## config.mk

```make
export PLATFORM = sky130hd
export DESIGN_NAME = sha1_hash_engine_top
export DESIGN_NICKNAME = d
export VERILOG_FILES = /design/src/rtl/sha1_pkg.sv /design/src/rtl/sha1_wsched.sv /design/src/rtl/sha1_round.sv /design/src/rtl/sha1_hash_engine_top.sv
export SDC_FILE = /design/constraint.sdc
export NUM_CORES = 2
export LEC_CHECK = 0
export BUFFER_PORTS_ARGS = -buffer_cell sky130_fd_sc_hd__buf_2
export CAP_MARGIN = 20
export CORE_ASPECT_RATIO = 1.5
export CORE_MARGIN = 2
export CORE_UTILIZATION = 30
export DETAILED_ROUTE_END_ITERATION = 10
export GPL_ROUTABILITY_DRIVEN = 0
export SLEW_MARGIN = 10
export SYNTH_ARGS = -nofsm -noshare
export SYNTH_HDL_FRONTEND = slang
export SYNTH_SLANG_ARGS = --single-unit
```

## constraint.sdc

```tcl
create_clock -name clk -period 7.05 [get_ports clk]
set_input_delay 0.705 -clock clk [delete_from_list [all_inputs] [get_ports clk]]
set_output_delay 0.705 -clock clk [all_outputs]
set_load 0.01 [all_outputs]
```

## src/rtl/sha1_pkg.sv

```systemverilog
// SHA-1 engine shared types, round constants and initial chaining values.
// No dependencies; imported by the message schedule, round unit and top modules.
package sha1_pkg;

	typedef logic [31:0] word_t;

	localparam int unsigned ROUNDS = 80;

	localparam word_t K0 = 32'h5A827999;
	localparam word_t K1 = 32'h6ED9EBA1;
	localparam word_t K2 = 32'h8F1BBCDC;
	localparam word_t K3 = 32'hCA62C1D6;

	localparam logic [4:0][31:0] IV = {
		32'hC3D2E1F0, 32'h10325476, 32'h98BADCFE, 32'hEFCDAB89, 32'h67452301
	};

	localparam logic [7:0] PAD_BYTE  = 8'h80;
	localparam logic [5:0] FILL_LAST = 6'd63;
	localparam logic [5:0] LEN_POS   = 6'd56;
	localparam logic [6:0] RND_LAST  = 7'(ROUNDS - 1);

	typedef struct packed {
		logic init;
		logic load;
		logic step;
		logic add;
	} rnd_ctrl_t;

	typedef struct packed {
		logic       wr;
		logic [5:0] idx;
		logic [7:0] data;
		logic       shift;
	} ws_ctrl_t;

	typedef enum logic [4:0] {
		ST_IDLE = 5'b00001,
		ST_COMP = 5'b00010,
		ST_ADD  = 5'b00100,
		ST_PAD  = 5'b01000,
		ST_FIN  = 5'b10000
	} state_t;

	function automatic word_t rotl(word_t x, int unsigned n);
		return (x << n) | (x >> (32 - n));
	endfunction

endpackage

```

## src/rtl/sha1_wsched.sv

```systemverilog
// SHA-1 block buffer and message schedule: 16-word shift line with byte writes.
// Depends on sha1_pkg.
module sha1_wsched import sha1_pkg::*; (
	input  logic     clk,
	input  ws_ctrl_t ctrl,
	output word_t    w_cur
);

	logic [15:0][3:0][7:0] w_q;
	word_t                 w_new;

	assign w_new = rotl(w_q[13] ^ w_q[8] ^ w_q[2] ^ w_q[0], 1);
	assign w_cur = w_q[0];

	always_ff @(posedge clk) begin
		if (ctrl.shift) begin
			for (int k = 0; k < 15; k++) begin
				w_q[k] <= w_q[k+1];
			end
			w_q[15] <= w_new;
		end else if (ctrl.wr) begin
			w_q[ctrl.idx[5:2]][2'd3 - ctrl.idx[1:0]] <= ctrl.data;
		end
	end

endmodule

```

## src/rtl/sha1_round.sv

```systemverilog
// SHA-1 round unit: working variables, one round per step, and chaining words.
// Depends on sha1_pkg.
module sha1_round import sha1_pkg::*; (
	input  logic             clk,
	input  logic             arst_n,
	input  rnd_ctrl_t        ctrl,
	input  logic [6:0]       rnd,
	input  word_t            w,
	output logic [4:0][31:0] chain
);

	word_t            a_q, b_q, c_q, d_q, e_q;
	word_t            f, k, t;
	logic [4:0][31:0] chain_q;

	always_comb begin
		priority if (rnd < 7'd20) begin
			f = (b_q & c_q) | (~b_q & d_q);
			k = K0;
		end else if (rnd < 7'd40) begin
			f = b_q ^ c_q ^ d_q;
			k = K1;
		end else if (rnd < 7'd60) begin
			f = (b_q & c_q) | (b_q & d_q) | (c_q & d_q);
			k = K2;
		end else begin
			f = b_q ^ c_q ^ d_q;
			k = K3;
		end
	end

	assign t     = rotl(a_q, 5) + f + e_q + w + k;
	assign chain = chain_q;

	always_ff @(posedge clk) begin
		if (ctrl.load) begin
			a_q <= chain_q[0];
			b_q <= chain_q[1];
			c_q <= chain_q[2];
			d_q <= chain_q[3];
			e_q <= chain_q[4];
		end else if (ctrl.step) begin
			e_q <= d_q;
			d_q <= c_q;
			c_q <= rotl(b_q, 30);
			b_q <= a_q;
			a_q <= t;
		end
	end

	always_ff @(posedge clk or negedge arst_n) begin
		if (!arst_n) begin
			chain_q <= IV;
		end else if (ctrl.init) begin
			chain_q <= IV;
		end else if (ctrl.add) begin
			chain_q[0] <= chain_q[0] + a_q;
			chain_q[1] <= chain_q[1] + b_q;
			chain_q[2] <= chain_q[2] + c_q;
			chain_q[3] <= chain_q[3] + d_q;
			chain_q[4] <= chain_q[4] + e_q;
		end
	end

endmodule

```

## src/rtl/sha1_hash_engine_top.sv

```systemverilog
// SHA-1 engine top: bytes are taken while idle; every 64th byte starts a block of
// 80 rounds on the one round unit plus the chaining add. A last transaction pads one
// byte per cycle up to the block end and compresses it; when the length does not fit,
// a second pad block follows. After an overflow of the bit count no padding is done.
// Then the result register loads, held off while an earlier result is still stalled.
// Reset (arst_n low, async) clears control and loads the initial chaining words.
module sha1_hash_engine_top import sha1_pkg::*; (
	input  logic         clk,
	input  logic         arst_n,
	input  logic         s_axis_tvalid,
	output logic         s_axis_tready,
	input  logic [7:0]   s_axis_tdata,   // data_byte
	input  logic         s_axis_tuser,   // byte_valid
	input  logic         s_axis_tlast,   // last
	output logic         m_axis_tvalid,
	input  logic         m_axis_tready,
	output logic [159:0] m_axis_tdata,   // digest_h0, digest_h1, digest_h2, digest_h3, digest_h4
	output logic         m_axis_tuser    // status
);

	state_t           state_q;
	logic [5:0]       fill_q, fill_nx;
	logic [63:0]      bit_cnt_q, cnt_nx;
	logic             ovf_q, ovf_nx;
	logic [6:0]       rnd_q;
	logic             last_pend_q, pad_act_q, pad_first_q, len_ph_q;
	logic             out_valid_q, out_stat_q;
	logic [159:0]     out_data_q;
	logic             in_acc, take, comp_go, fin_go;
	logic [7:0][7:0]  len_bytes;
	logic [7:0]       pad_byte;
	ws_ctrl_t         ws_ctrl;
	rnd_ctrl_t        rnd_ctrl;
	word_t            w_cur;
	logic [4:0][31:0] chain;

	assign s_axis_tready = (state_q == ST_IDLE);
	assign m_axis_tvalid = out_valid_q;
	assign m_axis_tdata  = out_data_q;
	assign m_axis_tuser  = out_stat_q;

	assign in_acc  = s_axis_tvalid && s_axis_tready;
	assign take    = in_acc && s_axis_tuser && !ovf_q;
	assign cnt_nx  = bit_cnt_q + 64'd8;
	assign ovf_nx  = ovf_q || (take && (cnt_nx == 64'd0));
	assign fill_nx = fill_q + 6'd1;
	assign comp_go = ((state_q == ST_IDLE) && take && (fill_q == FILL_LAST)) ||
	                 ((state_q == ST_PAD) && (fill_q == FILL_LAST));
	assign fin_go  = (state_q == ST_FIN) && (!out_valid_q || m_axis_tready);

	assign len_bytes = bit_cnt_q;

	always_comb begin
		priority if (pad_first_q) begin
			pad_byte = PAD_BYTE;
		end else if (len_ph_q && (fill_q >= LEN_POS)) begin
			pad_byte = len_bytes[3'd7 - fill_q[2:0]];
		end else begin
			pad_byte = 8'h00;
		end
	end

	always_comb begin
		ws_ctrl.wr    = take || (state_q == ST_PAD);
		ws_ctrl.idx   = fill_q;
		ws_ctrl.data  = take ? s_axis_tdata : pad_byte;
		ws_ctrl.shift = (state_q == ST_COMP);
		rnd_ctrl.init = fin_go;
		rnd_ctrl.load = comp_go;
		rnd_ctrl.step = (state_q == ST_COMP);
		rnd_ctrl.add  = (state_q == ST_ADD);
	end

	sha1_wsched u_wsched (
		.clk   (clk),
		.ctrl  (ws_ctrl),
		.w_cur (w_cur)
	);

	sha1_round u_round (
		.clk    (clk),
		.arst_n (arst_n),
		.ctrl   (rnd_ctrl),
		.rnd    (rnd_q),
		.w      (w_cur),
		.chain  (chain)
	);

	always_ff @(posedge clk or negedge arst_n) begin
		if (!arst_n) begin
			state_q     <= ST_IDLE;
			fill_q      <= '0;
			bit_cnt_q   <= '0;
			ovf_q       <= 1'b0;
			rnd_q       <= '0;
			last_pend_q <= 1'b0;
			pad_act_q   <= 1'b0;
			pad_first_q <= 1'b0;
			len_ph_q    <= 1'b0;
			out_valid_q <= 1'b0;
		end else begin
			if (fin_go) begin
				out_valid_q <= 1'b1;
			end else if (out_valid_q && m_axis_tready) begin
				out_valid_q <= 1'b0;
			end
			unique case (state_q)
				ST_IDLE: begin
					if (take) begin
						bit_cnt_q <= cnt_nx;
						fill_q    <= fill_nx;
						ovf_q     <= ovf_nx;
					end
					if (take && (fill_q == FILL_LAST)) begin
						state_q     <= ST_COMP;
						rnd_q       <= '0;
						last_pend_q <= s_axis_tlast;
						pad_act_q   <= 1'b0;
					end else if (in_acc && s_axis_tlast) begin
						if (ovf_nx) begin
							state_q <= ST_FIN;
						end else begin
							state_q     <= ST_PAD;
							pad_first_q <= 1'b1;
							pad_act_q   <= 1'b1;
							len_ph_q    <= (take ? fill_nx : fill_q) < LEN_POS;
						end
					end
				end
				ST_COMP: begin
					rnd_q <= rnd_q + 7'd1;
					if (rnd_q == RND_LAST) begin
						state_q <= ST_ADD;
					end
				end
				ST_ADD: begin
					if (pad_act_q) begin
						if (len_ph_q) begin
							state_q <= ST_FIN;
						end else begin
							state_q  <= ST_PAD;
							len_ph_q <= 1'b1;
						end
					end else if (last_pend_q) begin
						last_pend_q <= 1'b0;
						if (ovf_q) begin
							state_q <= ST_FIN;
						end else begin
							state_q     <= ST_PAD;
							pad_first_q <= 1'b1;
							pad_act_q   <= 1'b1;
							len_ph_q    <= 1'b1;
						end
					end else begin
						state_q <= ST_IDLE;
					end
				end
				ST_PAD: begin
					fill_q      <= fill_nx;
					pad_first_q <= 1'b0;
					if (fill_q == FILL_LAST) begin
						state_q <= ST_COMP;
						rnd_q   <= '0;
					end
				end
				ST_FIN: begin
					if (fin_go) begin
						fill_q      <= '0;
						bit_cnt_q   <= '0;
						ovf_q       <= 1'b0;
						last_pend_q <= 1'b0;
						pad_act_q   <= 1'b0;
						pad_first_q <= 1'b0;
						len_ph_q    <= 1'b0;
						state_q     <= ST_IDLE;
					end
				end
				default: begin
					state_q <= ST_IDLE;
				end
			endcase
		end
	end

	always_ff @(posedge clk) begin
		if (fin_go) begin
			out_stat_q <= ovf_q;
			out_data_q <= ovf_q ? 160'd0 : chain;
		end
	end

endmodule

```

# [After elaboration in Yosys (flattened, before gate mapping)]
# Cells that the tools add are included.
[totals] in_bits=14 elab_cells=261 mem_bits_rw=0 latchBits=0 reg_bits=1081 memories=0 output_inout_bits=163 romBits=0
[classes] n_bitwise=16 n_reduce_logical=38 shift=0 mux=75 n_eq_ne=22 mul=0 add_sub_neg=14 div=0 order_cmp=10
[op_table] cell="$mux 512" count=2
[op_table] cell="$bwmux 512" count=1
[op_table] cell="$mux 32" count=16
[op_table] cell="$mux 160" count=2
[op_table] cell="$add 32x32->32" count=9
[op_table] cell="$xor 32x32->32" count=5
[op_table] cell="$and 32x32->32" count=4
[op_table] cell="$demux 32 s4" count=1
[op_table] cell="$mux 64" count=2
[op_table] cell="$pmux 64 s2" count=1
[op_table] cell="$or 32x32->32" count=3
[op_table] cell="$add 64x4->64 const B" count=1
[op_table] cell="$logic_not 64->1" count=1
[op_table] cell="$mux 5" count=10
[op_table] cell="$mux 8" count=5
[op_table] cell="$not 32->32" count=1
[op_table] cell="$or 32x1->32" count=1
[op_table] cell="$or 32x30->32" count=1
[op_table] cell="$or 32x5->32" count=1
[op_table] cell="$mux 31" count=1
[op_table] cell="$pmux 5 s5" count=1
[op_table] cell="$bmux 8 s3" count=1
[op_table] cell="$pmux 7 s3" count=1
[op_table] cell="$mux 1" count=20
[op_table] cell="43 further kinds" count=84

# [Longest topological paths before layout]
[depth] ltp_word=12 ltp_mapped=27 ltp_nobuf=25

# [Modules after synthesis]
# Synthesis repeated with hierarchy kept, for this count alone.
[unflattened] cells_unflattened=5406 hier_area_um2=61378.9
[by_module_without_submodules] mod="sha1_round" area_each_um2=25806.0 n_inst=1 seq_area_each_um2=8908.5 cells_each=2601
[by_module_without_submodules] mod="sha1_wsched" area_each_um2=22856.9 n_inst=1 seq_area_each_um2=15374.7 cells_each=1593
[by_module_without_submodules] mod="sha1_hash_engine_top" area_each_um2=12715.9 n_inst=1 seq_area_each_um2=6962.9 cells_each=1212

# [Least setup slack after synthesis]
# No wires, ideal clock.
[synth_path] path_type="register to register" start="register state_q[2]" end="register u_round.chain_q, in the netlist u_round.chain[128]" path_slack_ns=0.175 synth_period_minus_slack_ns=6.875 path_stages_with_launch=7 t_arrival_ns=6.505 path_buffers=1 cell_sequence="dfrtp_1 or3_1 nor3b_2 nand2_1 inv_2 buf_1 o21ai_0"
[synth_between] elab_chain_cells=3
[synth_lines] item="start, declared" line="sha1_hash_engine_top.sv:21" source="state_t state_q;"
[synth_lines] item="start signal, assigned" line="sha1_hash_engine_top.sv:91" source="state_q <= ST_IDLE;"
[synth_lines] item="start signal, assigned" line="sha1_hash_engine_top.sv:115" source="state_q <= ST_COMP;"
[synth_lines] item="start signal, assigned" line="sha1_hash_engine_top.sv:121" source="state_q <= ST_FIN;"
[synth_lines] item="$eq 5x5->1 (*)" line="sha1_hash_engine_top.sv:49" source="assign fin_go = (state_q == ST_FIN) && (!out_valid_q || m_axis_tready);"
[synth_lines] item="$logic_and 1x1->1 (*)" line="sha1_hash_engine_top.sv:49"
[synth_lines] item="named net fin_go" line="sha1_hash_engine_top.sv:29" source="logic in_acc, take, comp_go, fin_go;"
[synth_lines] item="$mux 160 or $reduce_bool 2->1 (tied branches)"
[synth_lines] item="end, declared" line="sha1_round.sv:14" source="logic [4:0][31:0] chain_q;"
# Mark *: on every way through the listed nets, which the timed path passes. The rest lies on a longest branch.
# A chain may end at the register's enable or synchronous reset.

# [Worst setup path in the final report]
[layout_path] start="register rnd_q[4]" end="register u_round.a_q[28] (data pin)"
[layout_between] elab_chain_cells=10
[layout_lines] item="start, declared" line="sha1_hash_engine_top.sv:25" source="logic [6:0] rnd_q;"
[layout_lines] item="start signal, assigned" line="sha1_hash_engine_top.sv:131" source="rnd_q <= rnd_q + 7'd1;"
[layout_lines] item="$lt 7x6->1" line="sha1_round.sv:23" source="end else if (rnd < 7'd60) begin"
[layout_lines] item="$mux 32" line="sha1_round.sv:23"
[layout_lines] item="$mux 32" line="sha1_round.sv:20" source="end else if (rnd < 7'd40) begin"
[layout_lines] item="$mux 32" line="sha1_round.sv:17" source="priority if (rnd < 7'd20) begin"
[layout_lines] item="$add 32x32->32 (3 in a row)" line="sha1_round.sv:32" source="assign t = rotl(a_q, 5) + f + e_q + w + k;"
[layout_lines] item="$add 32x32->32 (*)" line="sha1_round.sv:32"
[layout_lines] item="$mux 32 (*)" line="sha1_round.sv:42" source="end else if (ctrl.step) begin"
[layout_lines] item="$mux 32 (*)" line="sha1_round.sv:36" source="if (ctrl.load) begin"
[layout_lines] item="end signal, assigned" line="sha1_round.sv:37" source="a_q <= chain_q[0];"
[layout_lines] item="end signal, assigned" line="sha1_round.sv:47" source="a_q <= t;"
[layout_lines] item="end, declared" line="sha1_round.sv:12" source="word_t a_q, b_q, c_q, d_q, e_q;"
# Every way passes the cells marked *; elsewhere a longest branch is shown, timed or not. The select of a mux whose other input is x is not followed.

==> reports/qor.yml <==
drt:
  num_vias: 44130
  drtIter0Drc: 3805
  viasPerCell: 5.423
  drc: 0
  ant_nets: 0
  drtPass1Iterations: 6
  wl_per_cell_um: 24.14
  routed_wl_um: 196400
power:
  p_int_uw: 12910
  power_frac_comb_pct: 25.8
  pwr_density_cell_nw_per_um2: 291.7
  p_clk_share_pct: 31.3
  power.net_switching_uw: 6601
  p_seq_share_pct: 42.9
  vdd_drop_max_mv: 0.2092
  p_leak_uw: 0.02515
  p_sw_share_pct: 33.83
sta:
  skew_ns: 0.04286
  slew_headroom_pct: 19.94
  maxSlewViolCount: 0
  hold_viol_final: 0
  worst_pin_slew_ns: 1.197
  finalCriticalPeriod_ns: 6.553
  fin_setup_tns_ns: 0
  rsz0062_at_grt: "false"
  setup_viol: 0
  finalCritPeriodShare_pct: 92.96
  fmax_ghz: 0.1526
synth:
  syn_inst: 5333
  synth_nets: 5671
  yosys_register_bits: 1078
  postSynthAreaPerCell_sq_um: 11.15
  seq_area_frac_synth_pct: 52.53
  ys_async_sr_fraction_pct: 22.73
  ys_types: 104
  syn-cell-area_sq_um: 59480
  ys.flop_type: "edfxtp_1"
  ys_warn_count: 0
  synth-edff-count: 833
worst_setup_path:
  path_common_cell: "o21ai_0"
  crit_required_ns: 7.54
  endpoint_kind: "flip-flop"
  crit_slowest_cell: "fa_1"
  cp.arrival_ns: 7.04
  path_cells: "o21ai_0, nand2b_1, inv_1, nand2_1, nand2_1, buf_4, a222oi_1, fa_1, fa_1, inv_1, ha_1, o21a_1, o21a_1, o21ai_0, or3_1, o22ai_1, o21ai_0, o21ai_0, a21o_1, a21o_1, a2111oi_0, nor3_1"
  slowest_delay_ns: 0.50
  start_kind: "flip-flop"
  crit_type: "reg -> reg"
  crit_fanout: 13
  crit_family: "compound AO/OA/AOI/OAI gates"
  worst-path-buf-inv: 3
job:
  cap_violations: 0
clock_network:
  cts.clk_slew.worst_paths_ns: 0.07
  htreeDepth: 3
  cts-buffers-inserted: 113
  clk_path_buf_depth: 3
  clk_latency_ns: 0.77
  cts.sinks: 1078
  cts_tree: "yes"
  cts_setup_buffers: 0
  root_buffer: "clkbuf_16"
finish:
  layout_common_cells: "833 x edfxtp_1, 564 x nand2_1, 486 x a22o_1, 391 x o21ai_0, 278 x inv_1"
  fin_nets: 5745
  drive_gt1_share_pct: 11.29
  layout_commonest_cell: "edfxtp_1"
  area_delta_synth_final_pct: 12.44
  final_cells: 8137
hold_path:
  holdCritPathClass: "in -> reg"
floorplan:
  pin_count: 177
  initial_core_util_pct: 30.12
  core_sq_um: 197400
  die_x_um: 367.6
  die_h_um: 549.3
  rows: 200
  die-area_sq_um: 201900
place:
  io_buffer_count: 176
  dpl.hpwl_um: 141500
  dp.cells: 7875
global_route:
  grt_usage_pct: 18.99
  grt_max_degree: 225
  antenna_found_initial: 10
  grt_pass1_vias: 43710
  grt_pass1_wl_um: 288100
  overflow: 0
run_status:
  status: "finished, final reports clean"
registers in the layout (all words and copies together) (netlist names), 5 cells and up:
register and flops:
bit_cnt_q 61, fill_q 6, m_axis_tdata 160, rnd_q 7, state_q 5, u_round.a_q 32, u_round.b_q 32, u_round.c_q 32
u_round.chain 160, u_round.d_q 32, u_round.e_q 32, u_wsched.w_cur 32, u_wsched.w_q 480
layer usage:
| layer | vias to the layer above | GRT usage [%] | wire length, um |
|---|---|---|---|
| li1 | 19800 | - | - |
| met3 | 505 | 3.183 | 12430 |
| met5 | - | 0 | 37 |
| met2 | 1840 | 32.32 | 95620 |
| met4 | 6 | 14.35 | 17170 |
| met1 | 21980 | 21.29 | 71170 |
final timing paths:
kind	from	end	slack [ns]	cells after the start
max in group asynchronous	arst_n	u_round.chain[156]$_DFFE_PN0P_	5.07	3
worst min-delay path	s_axis_tlast	last_pend_q$_DFFE_PN0P_	0.23	3
min in group asynchronous	arst_n	bit_cnt_q[55]$_DFFE_PN0P_	0.52	2
worst max register to register	rnd_q[4]$_DFFE_PN0P_	u_round.a_q[28]$_DFFE_PP_	0.50	22
worst min register to register	u_wsched.w_q[222]$_DFFE_PP_	u_wsched.w_q[190]$_DFFE_PP_	0.51	1
worst max-delay path	rnd_q[4]$_DFFE_PN0P_	u_round.a_q[28]$_DFFE_PP_	0.50	22
synth_stat cells (30+ instances only):
cell type	instances	area, sq um
nand2b_1	37	231.5
o21ai_0	393	1967
dfstp_2	81	2128
dfrtp_1	164	4104
nand3_1	126	630.6
ha_1	207	2590
mux2i_1	36	360.4
nor2_1	268	1006
xnor2_1	213	1866
nor3_1	95	475.5
nor2b_1	174	1089
nand2_1	568	2132
fa_1	117	2342
a22o_1	490	4292
a21oi_1	247	1236
xor2_1	93	814.5
o31ai_1	32	240.2
a31oi_1	30	187.7
nand4_1	39	244.0
edfxtp_1	833	25010
inv_1	278	1044
o22ai_1	39	244.0
clkbuf_1	266	998.5
a21o_1	95	713.2
cells by family (layout without fill, tap and decap cells):
kind of cell / after synthesis / count (layout) / synth area share [%]
AO/OA/AOI/OAI: 1529 / 1529 / 17.88
AND/OR/NAND/NOR: 1443 / 1443 / 11.45
flip-flops: 1078 / 1078 / 52.53
buffers and inverters: 596 / 770 / 4.087
adder cells (fa/ha/maj): 324 / 324 / 8.293
XOR/XNOR: 306 / 306 / 4.506
multiplexers: 57 / 57 / 1.250
other: 0 / 4 / 0
power by group through the flow:
stage          Combinational, uW  Clock, uW  Sequential [uW]
2_1_floorplan               3700          0             8080
3_3_place_gp                4880          0             8510
3_5_place_dp                4980          0             8510
4_1_cts                     5010       6200             8380
5_1_grt                     5590       6430             8450
6_report                    5030       6100             8380
timing repair:
| action | 4_1_cts | 5_1_grt |
|---|---|---|
| hold buffers | 1 | 0 |
| gates resized for setup | 0 | 0 |
| hold endpoints to repair | 67 | 0 |
area by class of cell:
class | instances | area [sq um]
clock inverters | 74 | 651.9
diodes | 4 | 10.01
multi-input cells | 3659 | 25920
clock buffers | 141 | 3087
repair buffers | 275 | 1619
well taps | 2626 | 3286
inverters | 280 | 1059
fillers | 19710 | 130600
flip-flops and latches | 1078 | 31250
worst register-to-register path: stages (launching register included):
cell and delay, ns:
dfrtp_1 0.46, o21ai_0 0.12, nand2b_1 0.18, inv_1 0.12, nand2_1 0.21, nand2_1 0.39
buf_4 0.33, a222oi_1 0.44, fa_1 0.50, fa_1 0.49, inv_1 0.04, ha_1 0.32
o21a_1 0.13, o21a_1 0.15, o21ai_0 0.49, or3_1 0.20, o22ai_1 0.11, o21ai_0 0.31
o21ai_0 0.27, a21o_1 0.31, a21o_1 0.19, a2111oi_0 0.44, nor3_1 0.08
metrics by stage:
stage          hold WS, ns  instance area (sq um)  worst slack, ns  power [uW]  utilization (%)
2_1_floorplan       0.4094                  59480           0.1748       11780                -
3_3_place_gp        0.5184                  62870           0.7834       13390            31.84
3_5_place_dp        0.5171                  62910           0.6659       13490            31.86
4_1_cts             0.1801                  66660           0.6343       19590            33.76
5_1_grt             0.2119                  66870          0.05742       20460            33.87
6_report            0.2314                  66880           0.4965       19510            33.87
Power figures use the tool's default switching activity.
